**src/rzs_sdiv.sv**
```systemverilog
`timescale 1ns / 1ps
module rzs_sdiv #(
    parameter int NW = 82,
    parameter int DW = 66
) (
    input  logic          i_clk,
    input  logic          i_rst_n,
    input  logic          i_start,
    input  logic [NW-1:0] i_num,
    input  logic [DW-1:0] i_den,
    output logic          o_done,
    output logic [NW-1:0] o_q
);
    localparam int CW = $clog2(NW + 1);

    logic [NW-1:0] r_num;
    logic [DW-1:0] r_den;
    logic [DW-1:0] r_rem;
    logic [NW-1:0] r_q;
    logic [CW-1:0] r_cnt;
    logic          r_busy;
    logic          r_done;
    logic [DW:0]   trial;
    logic [DW:0]   diff;
    logic          ge;

    // restoring division, one quotient bit per cycle
    assign trial = {r_rem, r_num[NW-1]};
    assign diff  = trial - {1'b0, r_den};
    assign ge    = (trial >= {1'b0, r_den});

    always_ff @(posedge i_clk) begin
        if (!i_rst_n) begin
            r_busy <= 1'b0;
            r_done <= 1'b0;
            r_cnt  <= '0;
        end else begin
            r_done <= 1'b0;
            if (i_start) begin
                r_busy <= 1'b1;
                r_cnt  <= CW'(NW);
            end else if (r_busy) begin
                r_cnt <= r_cnt - 1'b1;
                if (r_cnt == CW'(1)) begin
                    r_busy <= 1'b0;
                    r_done <= 1'b1;
                end
            end
        end
    end

    always_ff @(posedge i_clk) begin
        if (i_start) begin
            r_num <= i_num;
            r_den <= i_den;
            r_rem <= '0;
            r_q   <= '0;
        end else if (r_busy) begin
            r_num <= r_num << 1;
            r_rem <= ge ? diff[DW-1:0] : trial[DW-1:0];
            r_q   <= {r_q[NW-2:0], ge};
        end
    end

    assign o_done = r_done;
    assign o_q    = r_q;
endmodule

```
**config.mk**
```make
export PLATFORM = sky130hd
export DESIGN_NAME = rzs_sdiv
export DESIGN_NICKNAME = d
export VERILOG_FILES = /design/src/rzs_sdiv.sv
export SDC_FILE = /design/constraint.sdc
export NUM_CORES = 1
export LEC_CHECK = 0
export BUFFER_PORTS_ARGS = -buffer_cell sky130_fd_sc_hd__buf_2
export CORE_MARGIN = 1
export CORE_UTILIZATION = 40
export CTS_CLUSTER_DIAMETER = 80
export DETAILED_ROUTE_END_ITERATION = 7
export PLACE_DENSITY = 0.6
export SYNTH_ARGS = -nofsm -noshare
export SYNTH_HDL_FRONTEND = slang
export SYNTH_SLANG_ARGS = --single-unit
```
**constraint.sdc**
```tcl
create_clock -name i_clk -period 2.9 [get_ports i_clk]
set_clock_uncertainty 0.15 [all_clocks]
set_input_delay 0.435 -clock i_clk [delete_from_list [all_inputs] [get_ports i_clk]]
set_output_delay 0.435 -clock i_clk [all_outputs]
set_load 0.01 [all_outputs]
```
==> flow_metrics.env, run 1 <==
export IMPL_m1WireLength_mm=18.7
export IMPL_worstSetupStartpointType="flip-flop"
export IMPL_syn_cell_area_um2=15700
export IMPL_critical_path_class="flip-flop to flip-flop"
export IMPL_grt_pass1_wl_mm=68.7
export IMPL_synthTopCellsByArea="edfxtp_1 (28%), dfxtp_1 (20%), mux2i_1 (6.1%), mux2_2 (5.8%), ha_1 (5.4%)"
export IMPL_vdd_ir_drop_max_v=0.000463
export IMPL_critical_path_max_stage_delay_ps=380
export IMPL_dr_wl_met2_mm=20.4
export IMPL_rsz0062_at_grt="yes"
export IMPL_clock_latency_ps=550
export IMPL_wl_per_cell_um=16.1
export IMPL_path_max_fanout=9
export IMPL_ys_ff_latch=305
export IMPL_cts_buffer_depth=3
export IMPL_min_period_over_period_pct=115
export IMPL_maxSlewViolCount=0
export IMPL_synth_top_family_by_area="compound AO/OA/AOI/OAI gates"
export IMPL_syn_inst=1560
export IMPL_cpMostUsedCell="o31a_1"
export IMPL_core_rowCount=72
export IMPL_maxCapViolCount=0
export IMPL_dpl_hpwl_mm=29.4
export IMPL_muxShareOfSynthArea_pct=11.9
export IMPL_worst_pin_slew_ps=661
export IMPL_max_freq_mhz=299
export IMPL_setup_viol=67
export IMPL_clk_pin_slew_worst_paths_ps=60
export IMPL_drtAntennaViolNets=0
export IMPL_slew_limit_headroom_pct=55.9
export IMPL_synthArstFlopShare_pct=0
export IMPL_die_w_um=200
export IMPL_endpoint_kind="flip-flop"
export IMPL_io_buffers=233
export IMPL_via_per_inst=5.05
export IMPL_grt_use_total_pct=20.9
export IMPL_cts_sinks=305
export IMPL_worstPathArrival_ps=3680
export IMPL_place_congestion=0.892
export IMPL_finalHoldViolCount=0
export IMPL_wl_met3_mm=2.88
export IMPL_area_growth_pct=42.8
export IMPL_cts_root_buf="clkbuf_16"
export IMPL_nets=2340
export IMPL_crit_family="compound AO/OA/AOI/OAI gates"
export IMPL_ys_warnings_count=0
export IMPL_crit_required_ps=3240
export IMPL_synthSimpleGateAreaFrac_pct=11.4
export IMPL_ios=234
export IMPL_power_density_nw_per_um2=577
export IMPL_synth_compound_area_share_pct=14.5
export IMPL_overflow=0
export IMPL_synth_most_common_cell="nor2_1"
export IMPL_synth_edff_count=148
export IMPL_whs_path_depth=2
export IMPL_top_layer_used="met5"
export IMPL_cp_slowest_cell="edfxtp_1"
export IMPL_post_route_util_pct=58.0
export IMPL_drc=0
export IMPL_vias=13500
export IMPL_hp_class="input pin to flip-flop"
export IMPL_firstDrtPassIters=5
export IMPL_synth_top_area_share_pct=28.3
export IMPL_cts_tree="built"
export IMPL_status="finished, violations left"
export IMPL_grt_pass1_vias=13600
export IMPL_die_area_um2=40100
export IMPL_leakagePower_nw=9.99
export IMPL_pre_cts_ws_ps=-501
export IMPL_wl_mm=43.0
export IMPL_start_util_pct=40.6
export IMPL_violations="negative setup slack"
export IMPL_drive_gt1_share_pct=37.6
export IMPL_antenna_found_initial=3
export IMPL_syn_num_nets=1780
export IMPL_die_h_um=200
export IMPL_worst_slack_ps=-445
export IMPL_cts_htree_levels=2
export IMPL_yosysTopAreaCell="edfxtp_1"
export IMPL_synth_xor_area_share_pct=3.68
export IMPL_crit_cells=15
export IMPL_syn_area_per_cell_um2=10.1
export IMPL_crit_chain="inv_2 > ha_4 > nor2b_4 > o31a_1 > o31a_1 > a32oi_2 > a31o_2 > a2111oi_4 > o31ai_4 > buf_6 > buf_12 > nand2_1 > o211ai_1 > o21ai_0 > nor2_1"
export IMPL_yosysSeqAreaShare_pct=48.3
export IMPL_finalCriticalPeriod_ps=3340
export IMPL_cts_buffers=37
export IMPL_dr_first_iter_drc_count=669
export IMPL_whs_ps=34.0
export IMPL_ys_types=63
export IMPL_core_area_um2=38600
export IMPL_synthFlopType="dfxtp_1"
export IMPL_path_buf_inv=3
export IMPL_grt_max_degree=142
export IMPL_synthAdderAreaFrac_pct=5.55
export IMPL_r2r_cells=15
export IMPL_synth_common_cells="nor2_1 (206), dfxtp_1 (157), edfxtp_1 (148), a21oi_1 (113), mux2i_1 (96)"
==> metal layers <==
metal  global-route usage (%)  vias to the layer above
li1                         -                     6737
met1                     25.9                     6354
met2                     34.9                      298
met3                     6.13                       77
met4                     6.13                        4
met5                        0                        -
==> final timing paths <==
kind / from / to / slack [ps]
hold / removal: i_num[0] / r_num[0] / 30
setup reg to reg: r_den[1] / r_rem[33] / -440
hold reg to reg: o_q[81] / o_q[81] / 350
setup / recovery: r_den[1] / r_rem[33] / -440
==> cell families after synthesis <==
family	count (synthesis)
XOR/XNOR	66
AND/OR/NAND/NOR	400
buffers and inverters	192
multiplexers	177
flip-flops	305
AO/OA/AOI/OAI	351
adder cells (fa/ha/maj)	69
==> power by group <==
part / internal (mW) / leakage [nW] / switching (mW)
Clock: 2.84 / 0.613 / 1.91
Combinational: 1.63 / 6.63 / 1.57
Sequential: 4.84 / 2.75 / 0.131
==> stage by stage <==
stage / std cells / power (mW) / instance area [um^2] / setup TNS [ps]
floorplan: 1560 / 6.64 / 15900 / -7330
global placement: 2487 / 7.72 / 19400 / -19930
detailed placement: 2487 / 7.75 / 19400 / -24230
CTS: 2651 / 12.9 / 21900 / -22590
global route: 2667 / 13.5 / 22400 / -35750
finish: 2669 / 12.9 / 22400 / -24790
==> placed cells by master (no fill, tap or decap), drive strengths merged, types with 58 or more instances in the layout <==
master and count:
a21oi 113, buf 544, dfxtp 157, dlygate4sd3 70
edfxtp 148, ha 68, inv 97, mux2 81
mux2i 96, nand2 71, nor2 206, o21ai 58
==> timing repair <==
| item | in CTS | in global routing |
|---|---|---|
| hold buffers | 70 | 0 |
| gates cloned | 4 | 6 |
| buffers inserted | 23 | 12 |
| gates resized for setup | 70 | 64 |
| endpoints found under the setup margin | 67 | 67 |
| pin swaps | 50 | 51 |
| endpoints found under the hold margin | 71 | 0 |
==> flip-flops by register name, summed over array words and instances (netlist names) <==
register and flops:
o_done 1, r_busy 1, r_rem 66, r_cnt 7, r_num 82, r_den 66
o_q 82
==> final cells by class <==
class,count,area (um^2)
Fill cell,3426,16200
Multi-Input combinational cell,1063,7960
Sequential cell,305,7590
Timing Repair Buffer,619,4610
Clock buffer,48,1010
Tap cell,518,648
Inverter,94,353
Clock inverter,19,233
Antenna cell,3,7.51
Note: power is estimated with default switching activity, not from simulation.
==> run 2, diff against run 1 <==
Settings changed: BUFFER_PORTS_ARGS -buffer_cell sky130_fd_sc_hd__buf_2 to unset, DONT_BUFFER_PORTS set to 1, GPL_TIMING_DRIVEN set to 0, PLACE_DENSITY 0.6 to 0.54.
==> run 2 against run 1 <==
Effect of this change: the run still ends with negative setup slack left; die area is the same; global-route usage grew 1.4 points; critical path type unchanged; flip-flop and latch count unchanged; core utilization is 4.7 points lower; highest routed layer is now met4; design area shrank 8.1%; power shrank 4.5%; register-to-register slack worse by 90 ps; critical endpoint is now r_rem[7]; largest power group unchanged; non-clock buffer count shrank 330.
==> flow_metrics.env, run 2 (synthesized netlist as in run 1, its figures left out) <==
export IMPL_status="finished, violations left"
export IMPL_violations="negative setup slack"
export IMPL_wl_mm=45.9
export IMPL_cp_slowest_cell="a2111oi_4"
export IMPL_start_util_pct=40.6
export IMPL_grt_use_total_pct=22.2
export IMPL_top_layer_used="met4"
export IMPL_grt_pass1_wl_mm=70.6
export IMPL_die_h_um=200
export IMPL_worstPathArrival_ps=3770
export IMPL_final_common_cell="nor2_1"
export IMPL_max_freq_mhz=291
export IMPL_setup_viol=67
export IMPL_whs_path_depth=1
export IMPL_crit_required_ps=3230
export IMPL_endpoint_kind="flip-flop"
export IMPL_power_total_mw=12.3
export IMPL_wl_per_cell_um=19.7
export IMPL_die_area_um2=40100
export IMPL_slew_limit_headroom_pct=36.2
export IMPL_antenna_found_initial=1
export IMPL_dpl_hpwl_mm=31.2
export IMPL_r2r_end="r_rem[7]"
export IMPL_seq_area_um2=7590
export IMPL_final_cells=2337
export IMPL_post_dp_cell_area_um2=16500
export IMPL_grt_max_degree=67
export IMPL_fin_area_um2=20600
export IMPL_whs_ps=163
export IMPL_via_per_inst=5.36
export IMPL_leakagePower_nw=8.15
export IMPL_drtAntennaViolNets=0
export IMPL_drc=0
export IMPL_min_period_over_period_pct=119
export IMPL_pre_cts_ws_ps=-973
export IMPL_r2r_cells=16
export IMPL_vdd_ir_drop_max_v=0.000523
export IMPL_maxCapViolCount=0
export IMPL_hp_class="input pin to flip-flop"
export IMPL_die_w_um=200
export IMPL_grt_pass1_vias=12700
export IMPL_place_congestion=0.909
export IMPL_cpMostUsedCell="nand4_1"
export IMPL_nets=2010
export IMPL_path_max_fanout=9
export IMPL_whs_endpoint="r_den[18]"
export IMPL_maxSlewViolCount=0
export IMPL_place_inst=2079
export IMPL_multi_input_area_um2=8210
export IMPL_clock_latency_ps=560
export IMPL_rsz0062_at_grt="yes"
export IMPL_power_density_nw_per_um2=599
export IMPL_cts_buffer_depth=3
export IMPL_cts_tree="built"
export IMPL_overflow=0
export IMPL_cts_root_buf="clkbuf_16"
export IMPL_cts_htree_levels=2
export IMPL_ios=234
export IMPL_critical_path_class="flip-flop to flip-flop"
export IMPL_final_cell_mix="nor2_1 (196), dfxtp_1 (155), dlygate4sd3_1 (149)"
export IMPL_firstDrtPassIters=5
export IMPL_worst_pin_slew_ps=957
export IMPL_core_area_um2=38600
export IMPL_vias=12500
export IMPL_wl_met3_mm=3.27
export IMPL_drive_gt1_share_pct=19.8
export IMPL_cts_sinks=305
export IMPL_nFillCells=3506
export IMPL_r2r_slack_ps=-540
export IMPL_critical_path_max_stage_delay_ps=350
export IMPL_m1WireLength_mm=20.0
export IMPL_finalCriticalPeriod_ps=3440
export IMPL_crit_chain="inv_1 > ha_4 > buf_8 > nand4_1 > nor4_2 > and2_4 > nand4_1 > a31o_4 > a2111oi_4 > o31ai_4 > buf_6 > buf_12 > clkbuf_16 > o211ai_1 > o21ai_1 > nor2_1"
export IMPL_dr_first_iter_drc_count=647
export IMPL_area_growth_pct=31.2
export IMPL_finalHoldViolCount=0
export IMPL_worst_slack_ps=-538
export IMPL_io_buffers=0
export IMPL_clk_pin_slew_worst_paths_ps=50
export IMPL_core_rowCount=72
export IMPL_worstSetupStartpointType="flip-flop"
export IMPL_cts_buffers=36
export IMPL_r2r_start="r_den[36]"
export IMPL_hold_path_startpoint="i_start"
export IMPL_dr_wl_met2_mm=21.3
==> run 2: changes by cell type in the layout (fill, tap and decap cells not counted), sizes merged <==
cell,change
buf,-464
bufinv,-3
clkbuf,+61
clkinv,-5
clkinvlp,+1
diode,-2
dlygate4sd3,+79
or2,+1
==> run 2: worst max path at each step <==
stage	slack, ps	depth (start not counted)	to	start
after floorplan	-160	15	r_rem[56]	r_num[81]
after global placement	-1230	4	r_num[10]	r_busy
after detailed placement	-970	13	r_rem[39]	r_den[1]
after CTS	-550	16	r_rem[55]	r_den[43]
after global routing	-640	15	r_rem[62]	r_num[81]
final	-540	16	r_rem[7]	r_den[36]
==> run 2: layout make-up <==
class	count	area share, %
antenna	1	0.0121
sequential	305	36.8
clock inverter	12	0.583
timing repair buffer	205	10.0
tap	518	3.15
multi-input combinational	1064	39.9
buffer	84	2.69
inverter	94	1.71
clock buffer	54	5.15
==> run 2: critical path, delay by kind of cell, from the launching register on <==
family,cells,cell delay [ps]
AOI/OAI and AO/OA,5,1000
and+or+nand+nor,5,960
buffers and inverters,5,680
DFF,1,320
adders and majority gates,1,270
==> run 2: through the flow <==
stage,setup TNS [ps],utilization (%)
floorplan,-7330,-
global placement,-148730,42.7
detailed placement,-81060,42.8
CTS,-33230,51.4
global route,-37400,53.3
finish,-30730,53.3
==> run 2: power by group <==
| group | internal [mW] | switching, mW |
|---|---|---|
| logic | 1.28 | 1.54 |
| registers | 4.84 | 0.151 |
| clock network | 2.65 | 1.87 |
==> run 2: repair_timing <==
action / CTS / global route
setup buffers: 32 / 16
endpoints found under the hold margin: 223 / 0
endpoints found under the setup margin: 149 / 67
cloned: 2 / 5
gates resized for setup: 102 / 140
pin swaps: 40 / 86
hold buffers: 150 / 0
==> run 2: metal layers <==
layer,track usage [%],up-vias
li1,-,6080
met1,27.8,6017
met2,37.1,351
met3,6.05,81
met4,7.23,0
met5,0,-
