`config.mk`:
```
export PLATFORM = sky130hd
export DESIGN_NAME = rzs_smul
export DESIGN_NICKNAME = d
export VERILOG_FILES = /design/src/rzs_smul.sv
export SDC_FILE = /design/constraint.sdc
export NUM_CORES = 1
export LEC_CHECK = 0
export ABC_AREA = 0
export BUFFER_PORTS_ARGS = -buffer_cell sky130_fd_sc_hd__buf_2
export CAP_MARGIN = 20
export CELL_PAD_IN_SITES_DETAIL_PLACEMENT = 1
export CELL_PAD_IN_SITES_GLOBAL_PLACEMENT = 1
export CORE_MARGIN = 2
export CORE_UTILIZATION = 25
export DETAILED_ROUTE_END_ITERATION = 6
export GPL_TIMING_DRIVEN = 0
export PLACE_DENSITY = 0.49
export SLEW_MARGIN = 15
export SYNTH_ARGS = -nofsm -noshare
export SYNTH_HDL_FRONTEND = slang
export SYNTH_SLANG_ARGS = --single-unit
```
`constraint.sdc`:
```
create_clock -name i_clk -period 3.91 [get_ports i_clk]
set_clock_uncertainty 0.05 [all_clocks]
set_input_delay 0.782 -clock i_clk [delete_from_list [all_inputs] [get_ports i_clk]]
set_output_delay 0.782 -clock i_clk [all_outputs]
set_load 0.005 [all_outputs]
```
`src/rzs_smul.sv`:
```
`timescale 1ns / 1ps
module rzs_smul #(
    parameter int AW = 66,
    parameter int BW = 40
) (
    input  logic             i_clk,
    input  logic             i_rst_n,
    input  logic             i_start,
    input  logic [AW-1:0]    i_a,
    input  logic [BW-1:0]    i_b,
    output logic             o_done,
    output logic [AW+BW-1:0] o_p
);
    localparam int PW = AW + BW;
    localparam int CW = $clog2(BW + 1);

    logic [PW-1:0] r_a;
    logic [BW-1:0] r_b;
    logic [PW-1:0] r_p;
    logic [CW-1:0] r_cnt;
    logic          r_busy;
    logic          r_done;

    // one multiplier bit per cycle, shift and add
    always_ff @(posedge i_clk) begin
        if (!i_rst_n) begin
            r_busy <= 1'b0;
            r_done <= 1'b0;
            r_cnt  <= '0;
        end else begin
            r_done <= 1'b0;
            if (i_start) begin
                r_busy <= 1'b1;
                r_cnt  <= CW'(BW);
            end else if (r_busy) begin
                r_cnt <= r_cnt - 1'b1;
                if (r_cnt == CW'(1)) begin
                    r_busy <= 1'b0;
                    r_done <= 1'b1;
                end
            end
        end
    end

    always_ff @(posedge i_clk) begin
        if (i_start) begin
            r_a <= PW'(i_a);
            r_b <= i_b;
            r_p <= '0;
        end else if (r_busy) begin
            if (r_b[0]) begin
                r_p <= r_p + r_a;
            end
            r_a <= r_a << 1;
            r_b <= r_b >> 1;
        end
    end

    assign o_done = r_done;
    assign o_p    = r_p;
endmodule

```
==> results of run 1 <==
-- tightest hold or removal path: stages (launching register included) --
cell and delay (ps):
dfxtp_1 320, nand2_1 50, o21ai_1 50
-- final cells by class --
type	count	area, um2	share of cell area
sequential	260	6270	0.301
buffer	105	613	0.0295
clock buffer	49	991	0.0476
inverter	40	150	0.00721
timing repair buffer	234	1250	0.0599
multi-input combinational	1501	10300	0.493
clock inverter	17	193	0.00926
tap	873	1090	0.0525
-- flip-flops by register name, summed over array words and instances, names as in the netlist --
name,flops
r_b,40
o_done,1
o_p,106
r_busy,1
r_a,106
r_cnt,6
-- worst min path at each step --
stage,from,to,depth (start not counted)
after floorplan,r_busy$_SDFF_PN0_,o_done$_SDFF_PP0_,2
after global placement,o_p[93]$_SDFFE_PP0P_,o_p[93]$_SDFFE_PP0P_,2
after detailed placement,o_p[89]$_SDFFE_PP0P_,o_p[89]$_SDFFE_PP0P_,2
after CTS,i_rst_n,r_cnt[3]$_SDFFE_PN0P_,2
after global routing,i_rst_n,r_cnt[5]$_SDFFE_PN0P_,2
final,o_p[89]$_SDFFE_PP0P_,o_p[89]$_SDFFE_PP0P_,2
-- cell families after synthesis --
logic type / synth area share
AO/OA/AOI/OAI: 0.202
XOR/XNOR: 0.0531
adder cells (fa/ha/maj): 0.0800
buffers and inverters: 0.0464
flip-flops: 0.369
multiplexers: 0.0931
AND/OR/NAND/NOR: 0.156
-- per-stage QoR --
step	worst slack [ps]	setup TNS, ps	hold WS [ps]	area [um2]
2_1_floorplan	563	0	408	17000
6_report	158	0	417	20800
3_5_place_dp	-1340	-46340	414	19200
5_1_grt	-42.5	-61.6	416	20800
3_3_place_gp	-2110	-261880	405	19100
4_1_cts	1.82	0	377	20600
-- metal layers --
layer | vias to the layer above | wire length, um | GRT usage
met5 | - | 0 | 0
met4 | 0 | 1300 | 0.0468
met3 | 69 | 2260 | 0.0287
met2 | 205 | 31000 | 0.313
met1 | 7407 | 29200 | 0.230
li1 | 7453 | - | -
-- power by group through the flow --
stage	clock, W	sequential (W)	combinational (W)
final	0.00332	0.00317	0.00166
after global routing	0.00355	0.00320	0.00184
after CTS	0.00344	0.00318	0.00165
after detailed placement	0	0.00323	0.00161
after global placement	0	0.00323	0.00159
after floorplan	0	0.00318	0.00109
-- cells in the final DEF (no fill, tap or decap), types with 16 or more instances in the layout --
| cell | instances |
|---|---|
| ha_1 | 104 |
| clkbuf_16 | 37 |
| o21bai_1 | 29 |
| inv_1 | 40 |
| buf_2 | 225 |
| o21ai_0 | 103 |
| nand2_1 | 260 |
| a21o_1 | 72 |
| mux2i_1 | 42 |
| xnor2_1 | 64 |
| o21ai_1 | 22 |
| nor3_1 | 21 |
| o21a_1 | 16 |
| nand3_1 | 19 |
| a21oi_1 | 204 |
| dfxtp_1 | 153 |
| xor2_1 | 39 |
| edfxtp_1 | 106 |
| clkbuf_1 | 69 |
| buf_4 | 21 |
| nand4_1 | 55 |
| nor2_1 | 160 |
| mux2_2 | 103 |
-- what timing repair did --
action / CTS / global route
setup endpoints to repair: 63 / 27
pin swaps: 9 / 10
resized for setup: 40 / 27
hold endpoints to repair: 0 / 0
hold buffers: 0 / 0
cloned: 0 / 0
setup buffers: 10 / 8
==> impl_metrics.ini, run 1 <==
[status]
status = completed

[placed_design]
hpwl_um = 51100
gp_congestion = 0.858
post-place-cells = 3003
portBuffers = 214

[synth]
postSynthCellCount = 1914
synth.largest_area_cell = edfxtp_1
synth.most_common_cell = nand2_1
ys_seq_area_frac = 0.369
synth-edff-count = 106
syn_avg_cell_area_um2 = 8.87
synthTopCellsByArea = edfxtp_1 (19%), dfxtp_1 (18%), ha_1 (7.9%)
ys.flop_type = dfxtp_1
yosysUniqueCellTypes = 93
syn_nets = 2131
synth_top_area_frac = 0.188
netlist_area_um2 = 17000
synthTopCellsByCount = nand2_1 (260), a21oi_1 (206), nor2_1 (160)
yosys_warnings = 0
synth-seq-cells = 260
async_flop_share = 0

[layout]
fillers = 7804
fin_cells = 3079
layout-drive-gt1-share = 0.226
n_antenna_cell = 0
nNetsFinal = 2395
final_core_util = 0.310
syn_to_final_growth_pct = 22.6

[clock_network]
htreeDepth = 2
cts_buffers = 36
tritoncts = built
clk_latency_ps = 580
clockBufferDepth = 3
root_buffer = clkbuf_16
clkSinkCount = 260
clk_pin_slew_ps = 50

[setup_path]
cp_num_cells = 16
crit_fanout = 5
worstSetupPathType = reg -> reg
start_kind = flop
cp_slowest_cell = a2111oi_4
r2r_end = o_p[90]$_SDFFE_PP0P_
crit_path_frequent_cell = buf_4
critPathCaptureType = flop
cp_data_arrival_time_ps = 4110
reg2regPathDepth = 16
crit_path_end = o_p[90]$_SDFFE_PP0P_
cp_top_family = compound AO/OA/AOI/OAI gates
cp_num_buf_inv = 3
crit_start = o_p[0]$_SDFFE_PP0P_
reg2reg_from = o_p[0]$_SDFFE_PP0P_
cp_cell_sequence = ha_2, inv_1, fa_2, nor2b_2, o2111ai_2, a311oi_2, buf_4, o311ai_4, a2111oi_4, nor3_4, o211ai_1, buf_4, a31oi_4, o31ai_4, xnor2_1, o21ai_0
r2r_setup_slack_ps = 160
max_stage_delay_ps = 510
cp.required_ps = 4270

[pwr]
power_frac_seq = 0.389
pwr-share-clk = 0.407
power.internal_w = 0.00563
p_comb_frac = 0.203
p_total_w = 0.00815
powerDensity_nw_per_um2 = 392
p_leak_nw = 8.54
switchingPower_w = 0.00252
switching_share = 0.309
ir_worst_vdd_mv = 0.228

[sta]
worst_pin_slew_ps = 1040
fin_crit_ps = 3750
finalSetupViolations = 0
min_period_over_period = 0.960
hold_violations = 0
slew_headroom = 0.309
slew_viol_final = 0
fmax_mhz = 266
rsz0062_at_grt = true

[floorplanning]
coreArea_um2 = 67200
start_util = 0.253
pin_count = 216
row_count = 95
dieWidth_um = 265
design.die.area_um2 = 70000
die_y_um = 265

[min_path]
worstHoldPathType = reg -> reg

[route]
firstDrtPassIters = 5
ant_nets = 0
wl_um = 63800
drt-initial-drc-count = 668
dr_total_vias = 15100
drcViolationCount = 0
viasPerCell = 4.92
wl_per_cell_um = 20.7

[global_routing]
grt_first_pass_wirelength_um = 97200
gr-total-overflow = 0
antenna_found_initial = 1
grt_pass1_vias = 16000
track_usage = 0.180
grt_max_degree = 38

[run]
cap_violations = 0
Power figures use the tool's default switching activity.
==> inputs of run 2 (changes only) <==
--- a/config.mk
+++ b/config.mk
@@ -15,6 +15,7 @@
 export DETAILED_ROUTE_END_ITERATION = 6
 export GPL_TIMING_DRIVEN = 0
 export PLACE_DENSITY = 0.49
+export SETUP_SLACK_MARGIN = 0.5
 export SLEW_MARGIN = 15
 export SYNTH_ARGS = -nofsm -noshare
 export SYNTH_HDL_FRONTEND = slang
==> run 2 against run 1 <==
Clock-buffer cell count is the same. Critical endpoint unchanged. Critical path depth grew 1. Largest cell class unchanged. Cell area grew 8.4%. Setup slack gained 30 ps. First-iteration DRC count shrank 0.30%. Non-clock buffer count grew 100.
==> impl_metrics.ini, run 2 (same netlist as run 1, synthesis figures left out) <==
[route]
wl_um = 65700
wl_per_cell_um = 20.7
viasPerCell = 4.89
ant_nets = 0
drcViolationCount = 0
dr_total_vias = 15500
drt-initial-drc-count = 666
firstDrtPassIters = 5

[setup_path]
worstSetupPathType = reg -> reg
start_kind = flop
cp.required_ps = 4270
cp_data_arrival_time_ps = 4080
critPathCaptureType = flop
crit_fanout = 5

[pwr]
power.internal_w = 0.00583
power_frac_seq = 0.376
switching_share = 0.311
switchingPower_w = 0.00263
p_leak_nw = 9.30
powerDensity_nw_per_um2 = 375
ir_worst_vdd_mv = 0.228
pwr-share-clk = 0.392
p_comb_frac = 0.232

[floorplanning]
start_util = 0.253
coreArea_um2 = 67200
dieWidth_um = 265
design.die.area_um2 = 70000
die_y_um = 265
row_count = 95
pin_count = 216

[run]
cap_violations = 0

[sta]
fmax_mhz = 269
worst_pin_slew_ps = 1070
hold_violations = 0
min_period_over_period = 0.952
fin_crit_ps = 3720
fin_setup_tns_ps = 0
rsz0062_at_grt = true
finalSetupViolations = 0
slew_viol_final = 0
slew_headroom = 0.289
fin_ws_ps = 188

[layout]
layout_common_cells = nand2_1 (257), buf_2 (217), a21oi_1 (196)
fillers = 7730
layout_commonest_cell = nand2_1
n_antenna_cell = 0
layout-drive-gt1-share = 0.298
nNetsFinal = 2495
syn_to_final_growth_pct = 32.9

[global_routing]
antenna_found_initial = 1
grt_pass1_vias = 16400
track_usage = 0.184
grt_first_pass_wirelength_um = 99600
grt_max_degree = 38
gr-total-overflow = 0

[placed_design]
place_ws_ps = -1340
hpwl_um = 51100
portBuffers = 214
gp_congestion = 0.858

[clock_network]
clockBufferDepth = 3
tritoncts = built
cts_buffers = 36
clkSinkCount = 260
clk_pin_slew_ps = 50
cts_hold_buf = 0
clk_latency_ps = 580
root_buffer = clkbuf_16
htreeDepth = 2

[min_path]
worstHoldPathType = reg -> reg

[status]
status = completed
-- run 2: cell types whose count changed in the layout (fill, tap and decap cells not counted), moves of 6 or more --
cell,delta
buf_4,+79
buf_6,+22
o21ai_0,-16
ha_1,-15
ha_4,+15
a21oi_1,-8
buf_2,-8
o21ai_2,+8
clkbuf_1,-7
o31ai_4,+7
xnor2_1,-7
xnor2_2,+7
clkbuf_2,+6
-- run 2: cell type report --
| type | instances | area, um2 | area share |
|---|---|---|---|
| plain buffers | 113 | 746 | 0.0331 |
| well taps | 873 | 1090 | 0.0484 |
| multi-input cells | 1501 | 11100 | 0.493 |
| repair buffers | 326 | 2000 | 0.0887 |
| clock buffers | 49 | 991 | 0.0439 |
| inverters | 40 | 150 | 0.00666 |
| clock inverters | 17 | 193 | 0.00854 |
| flip-flops and latches | 260 | 6270 | 0.278 |
-- run 2: timing repair --
item                       in CTS  in global routing
pin swaps                      56                 62
setup endpoints to repair     132                 47
gates resized for setup       177                114
setup buffers                  56                 54
-- run 2: power groups by stage --
stage                     sequential (W)  clock (W)  combinational [W]
after CTS                        0.00318    0.00344            0.00182
after global routing             0.00321    0.00355            0.00215
after floorplan                  0.00318          0            0.00109
after global placement           0.00323          0            0.00159
final                            0.00318    0.00332            0.00196
after detailed placement         0.00323          0            0.00161
-- run 2: through the flow --
stage          hold slack, ps  cells  utilization  area (um2)  power, W
2_1_floorplan             408   1914            -       17000   0.00427
3_3_place_gp              405   3001        0.285       19100   0.00482
3_5_place_dp              414   3003        0.286       19200   0.00484
4_1_cts                   377   3125        0.322       21700   0.00845
5_1_grt                   416   3179        0.336       22600   0.00890
6_report                  417   3179        0.336       22600   0.00846
-- run 2: path summary, 6_finish.rpt --
path | start | cells past startpoint | to | slack, ps
hold / removal | o_p[89]$_SDFFE_PP0P_ | 2 | o_p[89]$_SDFFE_PP0P_ | 420
setup reg to reg | r_a[0]$_SDFFCE_PN0P_ | 17 | o_p[90]$_SDFFE_PP0P_ | 190
setup / recovery | r_a[0]$_SDFFCE_PN0P_ | 17 | o_p[90]$_SDFFE_PP0P_ | 190
hold reg to reg | o_p[89]$_SDFFE_PP0P_ | 2 | o_p[89]$_SDFFE_PP0P_ | 420
-- run 2: per-layer routing --
layer / GRT usage / part of all wire / routed length, um
met5: 0 / 0 / 0
met4: 0.0542 / 0.022 / 1420
met3: 0.0281 / 0.033 / 2150
met2: 0.318 / 0.49 / 32000
met1: 0.235 / 0.46 / 30100
-- run 2: worst max-delay path: stages (launching register included) --
cell and delay (ps):
edfxtp_1 350, ha_2 200, inv_2 40, fa_2 360
nor2b_4 160, o2111ai_4 140, a311oi_2 230, buf_4 170
o311ai_4 90, buf_6 160, a2111oi_4 440, nor3_4 90
o211ai_1 180, buf_4 160, a31oi_4 150, o31ai_4 320
xnor2_1 150, o21ai_0 80
==> inputs of run 3 (changes only) <==
==> constraint.sdc (replaced) <==
create_clock -name i_clk -period 4.28 [get_ports i_clk]
set_clock_uncertainty 0.05 [all_clocks]
set_input_delay 0.428 -clock i_clk [delete_from_list [all_inputs] [get_ports i_clk]]
set_output_delay 0.428 -clock i_clk [all_outputs]
set_load 0.005 [all_outputs]
==> run 3 against run 2 <==
Sequential share of layout area grew 1.8 points. Sequential power down 8.8%. Critical path depth down 1. Combinational power shrank 19%. Flip-flop and latch count unchanged. Critical endpoint unchanged.
==> impl_metrics.ini, run 3 (same netlist as run 1, synthesis figures left out) <==
[status]
status = completed

[floorplanning]
dieWidth_um = 265
coreArea_um2 = 67200
pin_count = 216
start_util = 0.253
row_count = 95
die_y_um = 265
design.die.area_um2 = 70000

[sta]
rsz0062_at_grt = true
min_period_over_period = 0.895
finalSetupViolations = 0
fin_setup_tns_ps = 0
hold_violations = 0
fmax_mhz = 261
worst_pin_slew_ps = 1040
slew_headroom = 0.308
slew_viol_final = 0
fin_ws_ps = 450
fin_crit_ps = 3830

[setup_path]
max_stage_delay_ps = 540
reg2reg_from = o_p[0]$_SDFFE_PP0P_
cp_top_family = compound AO/OA/AOI/OAI gates
cp.required_ps = 4640
crit_path_frequent_cell = buf_4
cp_slowest_cell = a2111oi_4
start_kind = flop
cp_cell_sequence = ha_2, inv_2, fa_2, nor2b_4, o2111ai_4, a311oi_2, buf_4, o311ai_4, a2111oi_4, nor3_4, o211ai_1, buf_4, a31oi_4, o31ai_4, xnor2_1, o21ai_0
worstSetupPathType = reg -> reg
crit_fanout = 5
reg2regPathDepth = 16
critPathCaptureType = flop
cp_data_arrival_time_ps = 4190
cp_num_buf_inv = 3
r2r_end = o_p[90]$_SDFFE_PP0P_
crit_start = o_p[0]$_SDFFE_PP0P_
r2r_setup_slack_ps = 450

[layout]
layout_commonest_cell = nand2_1
fillers = 7779
nNetsFinal = 2421
seqCellArea_um2 = 6270
layout_common_cells = nand2_1 (259), buf_2 (223), a21oi_1 (203)
layout-drive-gt1-share = 0.244
syn_to_final_growth_pct = 25.0
multi_input_area_um2 = 10500

[global_routing]
grt_pass1_vias = 16100
grt_max_degree = 38
antenna_found_initial = 1
track_usage = 0.180
gr-total-overflow = 0
grt_first_pass_wirelength_um = 97600

[pwr]
ir_worst_vdd_mv = 0.208
p_leak_nw = 8.70
powerDensity_nw_per_um2 = 354

[clock_network]
clk_pin_slew_ps = 60
root_buffer = clkbuf_16
cts_hold_buf = 0
clockBufferDepth = 3
clk_latency_ps = 590
htreeDepth = 2
cts_buffers = 36
tritoncts = built
clkSinkCount = 260

[placed_design]
place_ws_ps = -973
hpwl_um = 51100
portBuffers = 214
gp_congestion = 0.858

[min_path]
min_to = r_cnt[3]$_SDFFE_PN0P_
min_from = i_rst_n
worstHoldPathType = in -> reg
hold_depth = 2

[route]
drt-initial-drc-count = 637
dr_total_vias = 15200
drcViolationCount = 0
wl_um = 64300
viasPerCell = 4.90
firstDrtPassIters = 5
ant_nets = 0
wl_per_cell_um = 20.7

[run]
cap_violations = 0
-- run 3: changes by cell type in the layout (fill, tap and decap cells not counted), sizes merged --
cell / before / now
buf: 352 / 279
clkdlybuf4s15: 3 / 2
diode: 0 / 1
-- run 3: where the power goes --
| part | switching (W) | internal, W | total [W] |
|---|---|---|---|
| combinational | 0.000940 | 0.000637 | 0.00158 |
| clock | 0.00127 | 0.00177 | 0.00304 |
| sequential | 0.000123 | 0.00278 | 0.00290 |
-- run 3: cell type report --
cell class              count  share of cell area
flip-flops and latches    260               0.296
repair buffers            252              0.0659
plain buffers             113              0.0314
diodes                      1            0.000118
inverters                  40             0.00708
well taps                 873              0.0515
multi-input cells        1501               0.493
clock buffers              49              0.0467
clock inverters            17             0.00908
-- run 3: timing repair --
action	4_1_cts	5_1_grt
setup buffers	15	21
resized for setup	63	63
endpoints found under the setup margin	45	33
pin swaps	12	31
-- run 3: layer usage --
| layer | GRT usage | wire, um | vias up | part of all wire |
|---|---|---|---|---|
| met2 | 0.312 | 31200 | 195 | 0.48 |
| met5 | 0 | 0 | - | 0 |
| met1 | 0.231 | 29400 | 7444 | 0.46 |
| li1 | - | - | 7511 | - |
| met3 | 0.0288 | 2240 | 76 | 0.035 |
| met4 | 0.0511 | 1500 | 0 | 0.023 |
-- run 3: per-stage QoR --
step	instances	util	power, W	cell area, um2	hold WS [ps]
2_1_floorplan	1914	-	0.00390	17000	408
6_report	3106	0.316	0.00751	21200	64.4
5_1_grt	3105	0.316	0.00791	21200	61.8
3_5_place_dp	3003	0.286	0.00443	19200	414
3_3_place_gp	3001	0.285	0.00440	19100	405
4_1_cts	3084	0.310	0.00757	20800	23.5
-- run 3: worst max-delay path by stage --
stage / slack [ps] / endpoint / depth (start not counted)
after floorplan: 930 / o_p[90]$_SDFFE_PP0P_ / 14
after global placement: -1380 / r_a[60]$_DFFE_PP_ / 4
after detailed placement: -970 / o_p[90]$_SDFFE_PP0P_ / 14
after CTS: 470 / o_p[90]$_SDFFE_PP0P_ / 16
after global routing: 330 / o_p[90]$_SDFFE_PP0P_ / 16
final: 450 / o_p[90]$_SDFFE_PP0P_ / 16
-- run 3: worst reg2reg max path, delay by kind of cell (launching register included) --
family / cells / cell delay [ps]
AO/OA/AOI/OAI: 8 / 1890
adder cells (fa/ha/maj): 2 / 560
flip-flops: 1 / 370
buffers and inverters: 3 / 370
AND/OR/NAND/NOR: 2 / 280
XOR/XNOR: 1 / 160
