--- src/rzs_ssqrt.sv ---
`timescale 1ns / 1ps
module rzs_ssqrt #(
    parameter int NW = 82
) (
    input  logic            i_clk,
    input  logic            i_rst_n,
    input  logic            i_start,
    input  logic [NW-1:0]   i_x,
    output logic            o_done,
    output logic [NW/2-1:0] o_root
);
    localparam int RW = NW / 2;
    localparam int CW = $clog2(RW + 1);

    logic [NW-1:0] r_x;
    logic [RW+1:0] r_rem;
    logic [RW-1:0] r_root;
    logic [CW-1:0] r_cnt;
    logic          r_busy;
    logic          r_done;
    logic [RW+3:0] tmp;
    logic [RW+3:0] trial;
    logic [RW+3:0] diff;
    logic          ge;

    // two radicand bits in, one root bit out per cycle
    assign tmp   = {r_rem, r_x[NW-1:NW-2]};
    assign trial = {2'b00, r_root, 2'b01};
    assign diff  = tmp - trial;
    assign ge    = (tmp >= trial);

    always_ff @(posedge i_clk) begin
        if (!i_rst_n) begin
            r_busy <= 1'b0;
            r_done <= 1'b0;
            r_cnt  <= '0;
        end else begin
            r_done <= 1'b0;
            if (i_start) begin
                r_busy <= 1'b1;
                r_cnt  <= CW'(RW);
            end else if (r_busy) begin
                r_cnt <= r_cnt - 1'b1;
                if (r_cnt == CW'(1)) begin
                    r_busy <= 1'b0;
                    r_done <= 1'b1;
                end
            end
        end
    end

    always_ff @(posedge i_clk) begin
        if (i_start) begin
            r_x    <= i_x;
            r_rem  <= '0;
            r_root <= '0;
        end else if (r_busy) begin
            r_x    <= r_x << 2;
            r_rem  <= ge ? diff[RW+1:0] : tmp[RW+1:0];
            r_root <= {r_root[RW-2:0], ge};
        end
    end

    assign o_done = r_done;
    assign o_root = r_root;
endmodule

--- config.mk ---
export PLATFORM = sky130hd
export DESIGN_NAME = rzs_ssqrt
export DESIGN_NICKNAME = d
export VERILOG_FILES = /design/src/rzs_ssqrt.sv
export SDC_FILE = /design/constraint.sdc
export NUM_CORES = 1
export LEC_CHECK = 0
export BUFFER_PORTS_ARGS = -buffer_cell sky130_fd_sc_hd__buf_4
export CORE_UTILIZATION = 40
export CTS_BUF_LIST = sky130_fd_sc_hd__clkbuf_16
export CTS_CLUSTER_SIZE = 14
export DETAILED_ROUTE_END_ITERATION = 6
export SYNTH_ARGS = -nofsm -noshare
export SYNTH_HDL_FRONTEND = slang
export SYNTH_SLANG_ARGS = --single-unit
--- constraint.sdc ---
create_clock -name i_clk -period 3.96 [get_ports i_clk]
set_clock_uncertainty 0.05 [all_clocks]
set_input_delay 0.396 -clock i_clk [delete_from_list [all_inputs] [get_ports i_clk]]
set_output_delay 0.396 -clock i_clk [all_outputs]
set_load 0.1 [all_outputs]
==> metrics.md, run 1 <==
| Metric | Value |
|---|---|
| Run status | `finished, final reports clean` |
| Die area | `25,400 µm²` |
| H-tree depth | `4` |
| Xor and xnor area share after synthesis | `0.0248` |
| Worst-margin pin slew | `roughly 1.1 ns` |
| Count of different cell masters after synthesis | `67` |
| Synth warnings | `0` |
| DRT iter0 DRCs | `slightly below 400` |
| Post-DP Area | `~11,000 µm²` |
| Startpoint types | `flop` |
| Vias | `roughly 7,600` |
| Initial antenna violation count | `0` |
| R2R Path End | `r_rem[16]` |
| Row Count | `57` |
| Logic pwr share | `0.516` |
| Critical Path Source | `o_root[21]` |
| CTS resizes | `0` |
| Grt total ovfl | `0` |
| Clock Latency Late Sink | `~0.44 ns` |
| Unrepaired setup endpoints after global routing | `false` |
| Drt wl/cell | `roughly 16 µm` |
| Setup violators final | `0` |
| Clk pin slew, worst setup/hold paths | `about 0.080 ns` |
| Total negative slack | `0 ns` |
| HPWL after DPL | `15,900 µm` |
| Critical path's largest stage delay | `approximately 0.50 ns` |
| First-pass GRT wire length | `roughly 38,000 µm` |
| Max-Cap Viols | `0` |
| Power per cell area | `704 nW/µm²` |
| Fraction of registers with async set/reset | `0` |
| CTS buffer count | `17` |
| Drt pass-1 iters | `5` |
| # port buffers | `126` |
| Synthesized cell area | `between 9000 and 10,000 µm²` |
| Hold endpoint | `r_cnt[5]` |
| Leak pwr | `about 4.7 nW` |
| Adder-cell area share of the yosys netlist | `0.0569` |
| HP Class | `in -> reg` |
| Buffer count from post-CTS setup fixing | `0` |
| Filler Cells Inserted | `approximately 2,300` |
| Worst slew margin | `0.290` |
| Post-route minimum period | `3.55 ns` |
| Most frequent cells in the layout | `136 x buf_4, 101 x nor2_1, 91 x dfxtp_1, 82 x edfxtp_1, 80 x mux2_2` |
| Post-layout net count | `~1,200` |
| Maximum clock insertion buffer count | `2` |
| Number of buffers and inverters on the critical path | `2` |
| Die X | `about 160 µm` |
| Met1 usage | `0.243` |
| Fmax achieved | `roughly 280 MHz` |
| EDFF count, synth | `82` |
| Flops & latches, synth | `roughly 170` |
| Critical R2R Launch | `o_root[21]` |
| Clock Power Share | `0.206` |
| Sequential share of power | `0.278` |
| Worst r2r path cells | `12` |
| Mean area per synthesized cell | `10.0 µm²` |
| Core Box Area | `about 24,000 µm²` |
| Crit path DAT | `3.85 ns` |
| Hold_buf cts | `0` |
| Final slew viol count | `0` |
| Final Hold Fails | `0` |
| Most Used Layer, Global Route | `met2` |
| Largest family of logic cells by synthesized area | `compound AO/OA/AOI/OAI gates` |
| Synthesis-to-layout area growth | `18.1%` |
| Ant diodes | `0` |
| Chip height | `159 µm` |
| CP Capture Type | `flop` |
| Post-route DRC | `0` |
| Sw Share | `0.429` |
| Vias in the first global route | `7,563` |
| Fin area | `11,700 µm²` |
| Gpl congestion | `0.812` |
| WP data required | `4.26 ns` |
| Main flop type after synthesis | `dfxtp_1` |
| Grt met3 use | `0.0570` |
| Compound-gate portion of the synthesized area | `0.164` |
| Post-Syn Instances | `a little under 1,000` |
| Tcrit/Tclk final | `0.896` |
| Hold slack | `between 0.15 and 0.2 ns` |
| Delay-heaviest family, CP | `simple AND/OR/NAND/NOR gates` |
| CTS Sinks | `approximately 170` |
| Internal Power | `0.00470 W` |
| Switching pwr | `0.00353 W` |
| Most common cell after layout, fill and taps aside | `buf_4` |
| Mux share of post-synthesis cell area | `0.134` |
| TritonCTS clock tree | `done` |
| Syn nets | `roughly 1,100` |
| Largest fanout on the critical path | `23` |
| Global Route Usage Sum | `0.183` |
| VDD IR max | `between 400 and 500 µV` |
| Crit Path Class | `reg -> reg` |
| Hold Crit Depth | `2` |
| Clock Root Buffer | `clkbuf_16` |
| Met2 GRT Util | `0.287` |
| Slowest cell on the critical path | `or4_1` |
| Detail Route Antenna Nets | `0` |
| Seq/Total Area, Yosys | `0.435` |
| Starting Density | `0.407` |
| Fraction of layout cells with a size suffix above 1 | `0.262` |
| Via density | `about 5.3` |
| Min-delay src | `i_rst_n` |
| Synth Area in Simple Gates | `0.134` |
| Largest net degree at the start of global routing | `83` |
| Ports | `about 130` |
| Worst R2R Setup Slack | `0.41 ns` |
| CP cell instances | `inv_1, ha_1, and4_1, nand3_1, or4_1, a211oi_2, or2_1, o2111a_4, nor2_8, buf_12, or3_1, a311oi_2` |
| WL final | `about 23,000 µm` |
[worst max path at each step]
stage | slack, ns | depth (start not counted) | endpoint
2_1_floorplan | 0.24 | 12 | r_rem[16]
3_3_place_gp | 0.53 | 12 | r_rem[16]
3_5_place_dp | 0.45 | 12 | r_rem[16]
4_1_cts | 0.42 | 12 | r_rem[16]
5_1_grt | 0.18 | 12 | r_rem[16]
6_report | 0.41 | 12 | r_rem[16]
[sequential cells by signal, indices dropped and copies added, names as in the netlist]
| name | count |
|---|---|
| r_x | 82 |
| r_rem | 43 |
| o_root | 41 |
| r_cnt | 6 |
| o_done | 1 |
| r_busy | 1 |
[logic make-up (layout without fill, tap and decap cells)]
| group | Yosys count | after routing |
|---|---|---|
| AO/OA/AOI/OAI | 215 | 215 |
| XOR/XNOR | 28 | 28 |
| adder cells (fa/ha/maj) | 45 | 45 |
| buffers and inverters | 119 | 235 |
| flip-flops | 174 | 174 |
| multiplexers | 123 | 123 |
| AND/OR/NAND/NOR | 285 | 285 |
[synthesized netlist by cell type, drive strengths merged (4+ instances only)]
| cell | instances | area (µm²) |
|---|---|---|
| a211oi | 8 | 65.1 |
| a21boi | 7 | 52.6 |
| a21o | 22 | 165 |
| a21oi | 55 | 275 |
| a311oi | 35 | 388 |
| a31oi | 7 | 43.8 |
| and2 | 7 | 43.8 |
| and3 | 10 | 62.6 |
| buf | 16 | 116 |
| clkbuf | 38 | 143 |
| dfxtp | 92 | 1840 |
| edfxtp | 82 | 2460 |
| ha | 45 | 563 |
| inv | 65 | 244 |
| mux2 | 80 | 901 |
| mux2i | 43 | 430 |
| nand2 | 86 | 348 |
| nand3 | 26 | 130 |
| nand4 | 10 | 62.6 |
| nor2 | 102 | 399 |
| nor2b | 4 | 25.0 |
| nor3 | 10 | 50.1 |
| nor4 | 4 | 25.0 |
| o211ai | 10 | 75.1 |
| o21a | 6 | 45.0 |
| o21ai | 24 | 120 |
| o21bai | 9 | 67.6 |
| o31ai | 4 | 30.0 |
| or2 | 5 | 31.3 |
| or3 | 12 | 80.1 |
| xnor2 | 21 | 184 |
| xor2 | 7 | 61.3 |
[power by group through the flow]
stage | combinational [W] | clock [W] | sequential (W)
final | 0.00425 | 0.00170 | 0.00229
after detailed placement | 0.00421 | 0 | 0.00233
after floorplan | 0.00338 | 0 | 0.00231
after global routing | 0.00472 | 0.00181 | 0.00232
after global placement | 0.00419 | 0 | 0.00233
after CTS | 0.00424 | 0.00175 | 0.00229
[final cells by class]
type	instances	area, µm²	share of cell area
multi-input cells	696	5100	0.436
clock inverters	15	160	0.0137
repair buffers	138	1050	0.0900
inverters	65	244	0.0209
well taps	324	405	0.0347
clock buffers	17	425	0.0364
flip-flops and latches	174	4310	0.368
[worst register-to-register path, cell delays in order (launching register included)]
cell,delay [ns]
dfxtp_1,0.38
inv_1,0.06
ha_1,0.38
and4_1,0.28
nand3_1,0.11
or4_1,0.50
a211oi_2,0.19
or2_1,0.26
o2111a_4,0.32
nor2_8,0.09
buf_12,0.18
or3_1,0.40
a311oi_2,0.25
[through the flow]
step | instances | setup WS (ns) | utilization | power [W]
2_1_floorplan | 989 | 0.235 | - | 0.00569
3_3_place_gp | 1397 | 0.529 | 0.457 | 0.00652
3_5_place_dp | 1397 | 0.454 | 0.457 | 0.00654
4_1_cts | 1429 | 0.416 | 0.481 | 0.00828
5_1_grt | 1429 | 0.180 | 0.481 | 0.00885
6_report | 1429 | 0.413 | 0.481 | 0.00823
[per-layer routing]
metal	wire length [µm]	part of all wire	vias to the layer above
met5	0	0	-
met4	283	0.012	0
met3	1520	0.067	19
met2	10300	0.45	164
met1	10700	0.47	3594
li1	-	-	3820
(Power assumes the default switching activity.)
==> run 2, diff against run 1 <==
CELL_PAD_IN_SITES_DETAIL_PLACEMENT = 0   (was not set)
CELL_PAD_IN_SITES_GLOBAL_PLACEMENT = 1   (was not set)
PLACE_DENSITY_LB_ADDON = 0.1   (was not set)
==> run 2 against run 1 <==
Clock-buffer cell count unchanged; non-clock buffer count unchanged; clock power increased by 5%; worst hold slack got worse by 0.0075 ns; flip-flop and latch count unchanged; cell count unchanged; final area increased by 0.28%; critical path depth unchanged; wire length increased by 1.7%.
==> metrics.md, run 2 (synthesized netlist as in run 1, its figures left out) <==
| Metric | Value |
|---|---|
| Die area | `25,400 µm² (unchanged)` |
| Largest net degree at the start of global routing | `83 (unchanged)` |
| Max reg flops | `82 (unchanged)` |
| HP Class | `in -> reg` |
| Drt wl/cell | `16.2 µm (+1.7%)` |
| H-tree depth | `4 (unchanged)` |
| Row Count | `57 (unchanged)` |
| Detail Route Antenna Nets | `0 (unchanged)` |
| HPWL after DPL | `16,200 µm (+1.8%)` |
| Starting Density | `0.407 (unchanged)` |
| Leak pwr | `4.71 nW (+0.30%)` |
| Vias in the first global route | `7,686 (+1.6%)` |
| Core Box Area | `24,300 µm² (unchanged)` |
| Post-layout net count | `1,222 (unchanged)` |
| Post-route DRC | `0 (unchanged)` |
| Tcrit/Tclk final | `0.900 (+0.00476)` |
| Ports | `127 (unchanged)` |
| Ant diodes | `0 (unchanged)` |
| WP data required | `4.26 ns (about the same)` |
| Unrepaired setup endpoints after global routing | `false` |
| Finished Core Util | `0.482 (+0.00134)` |
| Total negative slack | `0 ns (unchanged)` |
| Final Hold Fails | `0 (unchanged)` |
| Die X | `159 µm (unchanged)` |
| Worst-margin pin slew | `1.05 ns (-0.0134 ns)` |
| Post-route minimum period | `3.57 ns (+0.0189 ns)` |
| Power per cell area | `709 nW/µm² (+0.74%)` |
| Vias | `7,559 (-0.50%)` |
| Hold slack | `0.147 ns (-0.00751 ns)` |
| Largest fanout on the critical path | `23 (unchanged)` |
| Final slew viol count | `0 (unchanged)` |
| Startpoint types | `flop` |
| Fin area | `11,700 µm² (+0.28%)` |
| First-pass GRT wire length | `39,000 µm (+2.1%)` |
| Run status | `finished, final reports clean` |
| Clk pin slew, worst setup/hold paths | `0.08 ns (about the same)` |
| WL final | `23,100 µm (+1.7%)` |
| Fraction of layout cells with a size suffix above 1 | `0.263 (+0.000905)` |
| Placement Setup Slack | `0.391 ns (-0.0627 ns)` |
| Worst slew margin | `0.299 (+0.00893)` |
| DRT iter0 DRCs | `343 (-13%)` |
| Seq. cell area | `4310 µm² (unchanged)` |
| Worst setup margin | `0.394 ns (-0.0189 ns)` |
| Clock Latency Late Sink | `0.44 ns (about the same)` |
| Crit Path Class | `reg -> reg` |
| CTS Sinks | `174 (unchanged)` |
| Gpl congestion | `0.810 (-0.20%)` |
| TritonCTS clock tree | `done` |
| Clock Root Buffer | `clkbuf_16` |
| Setup violators final | `0 (unchanged)` |
| Chip height | `159 µm (unchanged)` |
| Hold_buf cts | `0 (unchanged)` |
| Most common cell after layout, fill and taps aside | `buf_4` |
| Largest Register | `r_x` |
| Max-Cap Viols | `0 (unchanged)` |
| VDD IR max | `501 µV (+2.8%)` |
| Filler Cells Inserted | `2,340 (+0.56%)` |
| Global Route Usage Sum | `0.188 (+0.00464)` |
| Initial antenna violation count | `0 (unchanged)` |
| Most frequent cells in the layout | `137 x buf_4, 101 x nor2_1, 91 x dfxtp_1, 82 x edfxtp_1, 80 x mux2_2` |
| Fmax achieved | `280 MHz (-0.53%)` |
| CTS resizes | `0 (unchanged)` |
| CP Capture Type | `flop` |
| Drt pass-1 iters | `4 (-1)` |
| Post-DP Area | `11,100 µm² (-0.11%)` |
| Maximum clock insertion buffer count | `2 (unchanged)` |
| Crit path DAT | `3.86 ns (about the same)` |
| Synthesis-to-layout area growth | `18.5%` |
| # port buffers | `126 (unchanged)` |
| CTS buffer count | `17 (unchanged)` |
| Buffer count from post-CTS setup fixing | `0 (unchanged)` |
| Via density | `5.29 (-0.50%)` |
| Grt total ovfl | `0 (unchanged)` |
| Multi-input gate area | `5100 µm² (unchanged)` |
==> run 2: cell count changes in the layout (fill, tap and decap cells not counted), sizes merged <==
cell | before | now
bufinv | 0 | 1
inv | 75 | 72
clkinvlp | 1 | 0
clkinv | 4 | 7
==> run 2: cell type report <==
class                   count  share of cell area
clock buffers              17              0.0363
clock inverters            15              0.0175
inverters                  65              0.0208
multi-input cells         696               0.435
flip-flops and latches    174               0.367
well taps                 324              0.0346
repair buffers            138              0.0887
==> run 2: through the flow <==
step / instances / power (W)
2_1_floorplan: 989 / 0.00569
3_3_place_gp: 1397 / 0.00659
3_5_place_dp: 1397 / 0.00657
4_1_cts: 1429 / 0.00841
5_1_grt: 1429 / 0.00895
6_report: 1429 / 0.00831
==> run 2: worst paths after layout <==
check | startpoint | to | slack [ns] | cells past startpoint
worst max register to register | o_root[20] | r_rem[16] | 0.39 | 12
worst max-delay path | o_root[20] | r_rem[16] | 0.39 | 12
worst min-delay path | i_rst_n | r_cnt[5] | 0.15 | 2
worst min register to register | r_rem[0] | r_rem[0] | 0.45 | 2
==> run 2: layer usage <==
metal / wire [µm] / global-route usage / vias up
met5: 0 / 0 / -
met4: 269 / 0.0524 / 0
met3: 1320 / 0.0547 / 17
met2: 10300 / 0.296 / 125
met1: 11200 / 0.250 / 3598
li1: - / - / 3819
==> run 2: report_power, final <==
| group | switching (W) | leakage (nW) | internal (W) |
|---|---|---|---|
| Combinational | 0.00252 | 2.83 | 0.00169 |
| Sequential | 0.000169 | 1.58 | 0.00214 |
| Clock | 0.000871 | 0.305 | 0.000924 |
==> run 2: critical path: stages, from the launching register on <==
cell      delay (ns)
dfxtp_1         0.39
inv_1           0.06
ha_1            0.37
and4_1          0.27
nand3_1         0.12
or4_1           0.51
a211oi_2        0.20
or2_1           0.27
o2111a_4        0.32
nor2_8          0.04
buf_4           0.22
or3_1           0.41
a311oi_2        0.25
==> run 3, diff against run 2 <==
CTS_BUF_LIST = sky130_fd_sc_hd__clkbuf_8   (was sky130_fd_sc_hd__clkbuf_16)
GPL_ROUTABILITY_DRIVEN = 0   (was not set)
HOLD_SLACK_MARGIN = 0.03   (was not set)
==> run 3 against run 2 <==
Total power down 5.3%; die area unchanged; non-clock buffer count unchanged; sequential share of layout area rose by 0.61 points; flip-flop and latch count stayed put; core utilization decreased by 0.79 points; maximum frequency fell by 0.67%; register-to-register slack worse by 0.02 ns; critical path depth did not move.
==> metrics.md, run 3 (synthesized netlist as in run 1, its figures left out) <==
| Metric | Value |
|---|---|
| Run status | `finished, final reports clean` |
| Global Route Usage Sum | `0.188 (about the same)` |
| WL final | `23,100 µm (about the same)` |
| Worst-margin pin slew | `1.07 ns (+0.0192 ns)` |
| Maximum clock insertion buffer count | `2 (unchanged)` |
| Starting Density | `0.407 (unchanged)` |
| HP Class | `in -> reg` |
| Via density | `5.29 (about the same)` |
| Final slew viol count | `0 (unchanged)` |
| Max reg flops | `82 (unchanged)` |
| Clk pin slew, worst setup/hold paths | `0.11 ns (+0.03 ns)` |
| Fmax achieved | `279 MHz (-0.67%)` |
| Unrepaired setup endpoints after global routing | `false` |
| Vias | `7,563 (+0.053%)` |
| First-pass GRT wire length | `39,000 µm (+0.11%)` |
| Final Hold Fails | `0 (unchanged)` |
| Power Total | `0.00788 W (-5.3%)` |
| Synthesis-to-layout area growth | `16.5%` |
| Crit Path Class | `reg -> reg` |
| Clock Root Buffer | `clkbuf_8` |
| CTS buffer count | `17 (unchanged)` |
| Max-Cap Viols | `0 (unchanged)` |
| Leak pwr | `4.62 nW (-1.9%)` |
| Largest Register | `r_x` |
| Post-route minimum period | `3.59 ns (+0.0241 ns)` |
| Most frequent cells in the layout | `137 x buf_4, 101 x nor2_1, 91 x dfxtp_1, 82 x edfxtp_1, 80 x mux2_2` |
| Worst slew margin | `0.287 (-0.0128)` |
| Drt pass-1 iters | `4 (unchanged)` |
| Ports | `127 (unchanged)` |
| CTS Sinks | `174 (unchanged)` |
| Fraction of layout cells with a size suffix above 1 | `0.263 (unchanged)` |
| Row Count | `57 (unchanged)` |
| Post-route DRC | `0 (unchanged)` |
| Crit path DAT | `3.92 ns (+0.06 ns)` |
| Core Box Area | `24,300 µm² (unchanged)` |
| Placement Setup Slack | `0.391 ns (unchanged)` |
| Setup violators final | `0 (unchanged)` |
| CTS resizes | `0 (unchanged)` |
| Largest fanout on the critical path | `23 (unchanged)` |
| Hold_buf cts | `0 (unchanged)` |
| Detail Route Antenna Nets | `0 (unchanged)` |
| TritonCTS clock tree | `done` |
| Most common cell after layout, fill and taps aside | `buf_4` |
| Startpoint types | `flop` |
| Worst setup margin | `0.370 ns (-0.0241 ns)` |
| VDD IR max | `493 µV (-1.6%)` |
| Chip height | `159 µm (unchanged)` |
| WP data required | `4.29 ns (+0.03 ns)` |
| Grt total ovfl | `0 (unchanged)` |
| H-tree depth | `4 (unchanged)` |
| Vias in the first global route | `7,682 (-0.052%)` |
| Die area | `25,400 µm² (unchanged)` |
| HPWL after DPL | `16,200 µm (unchanged)` |
| Total negative slack | `0 ns (unchanged)` |
| DRT iter0 DRCs | `327 (-4.7%)` |
| Drt wl/cell | `16.1 µm (about the same)` |
| Ant diodes | `0 (unchanged)` |
| Power per cell area | `683 nW/µm² (-3.7%)` |
| CP Capture Type | `flop` |
| Hold slack | `0.129 ns (-0.0183 ns)` |
| # port buffers | `126 (unchanged)` |
| Die X | `159 µm (unchanged)` |
| Initial antenna violation count | `0 (unchanged)` |
| Tcrit/Tclk final | `0.906 (+0.00610)` |
| Post-layout net count | `1,222 (unchanged)` |
| Fin area | `11,500 µm² (-1.6%)` |
| Largest net degree at the start of global routing | `83 (unchanged)` |
| Clock Latency Late Sink | `0.47 ns (+0.03 ns)` |
| Post-DP Area | `11,100 µm² (unchanged)` |
| Buffer count from post-CTS setup fixing | `0 (unchanged)` |
-- run 3: final cells by class --
type	count	area (µm²)
tap	324	405
clock inverter	15	205
fill	2362	12800
inverter	65	244
clock buffer	17	234
multi-input combinational	696	5100
timing repair buffer	138	1040
sequential	174	4310
-- run 3: routing by layer --
layer,vias up,part of all wire,GRT usage
met3,9,0.060,0.0578
met1,3611,0.48,0.251
met5,-,0,0
li1,3814,-,-
met2,129,0.45,0.298
met4,0,0.0064,0.0437
-- run 3: worst paths after layout --
| kind | start | endpoint | slack (ns) | cells past startpoint |
|---|---|---|---|---|
| setup / recovery | o_root[21] | r_rem[16] | 0.37 | 12 |
| hold / removal | i_rst_n | r_cnt[5] | 0.13 | 2 |
| setup reg to reg | o_root[21] | r_rem[16] | 0.37 | 12 |
| hold reg to reg | r_rem[8] | r_rem[10] | 0.45 | 2 |
-- run 3: stage by stage --
step            util  std cells
2_1_floorplan      -        989
3_3_place_gp   0.456       1397
3_5_place_dp   0.456       1397
4_1_cts        0.474       1429
5_1_grt        0.474       1429
6_report       0.474       1429
-- run 3: critical path: stages, from the launching register on --
cell and delay [ns]:
dfxtp_1 0.39, inv_1 0.06, ha_1 0.38, and4_1 0.28
nand3_1 0.12, or4_1 0.51, a211oi_2 0.21, or2_1 0.27
o2111a_4 0.32, nor2_8 0.04, buf_4 0.22, or3_1 0.41
a311oi_2 0.25
-- run 3: power by group --
group	internal [W]	switching, W
registers	0.00214	0.000168
logic	0.00169	0.00252
clock network	0.000553	0.000811
total	0.00438	0.00350
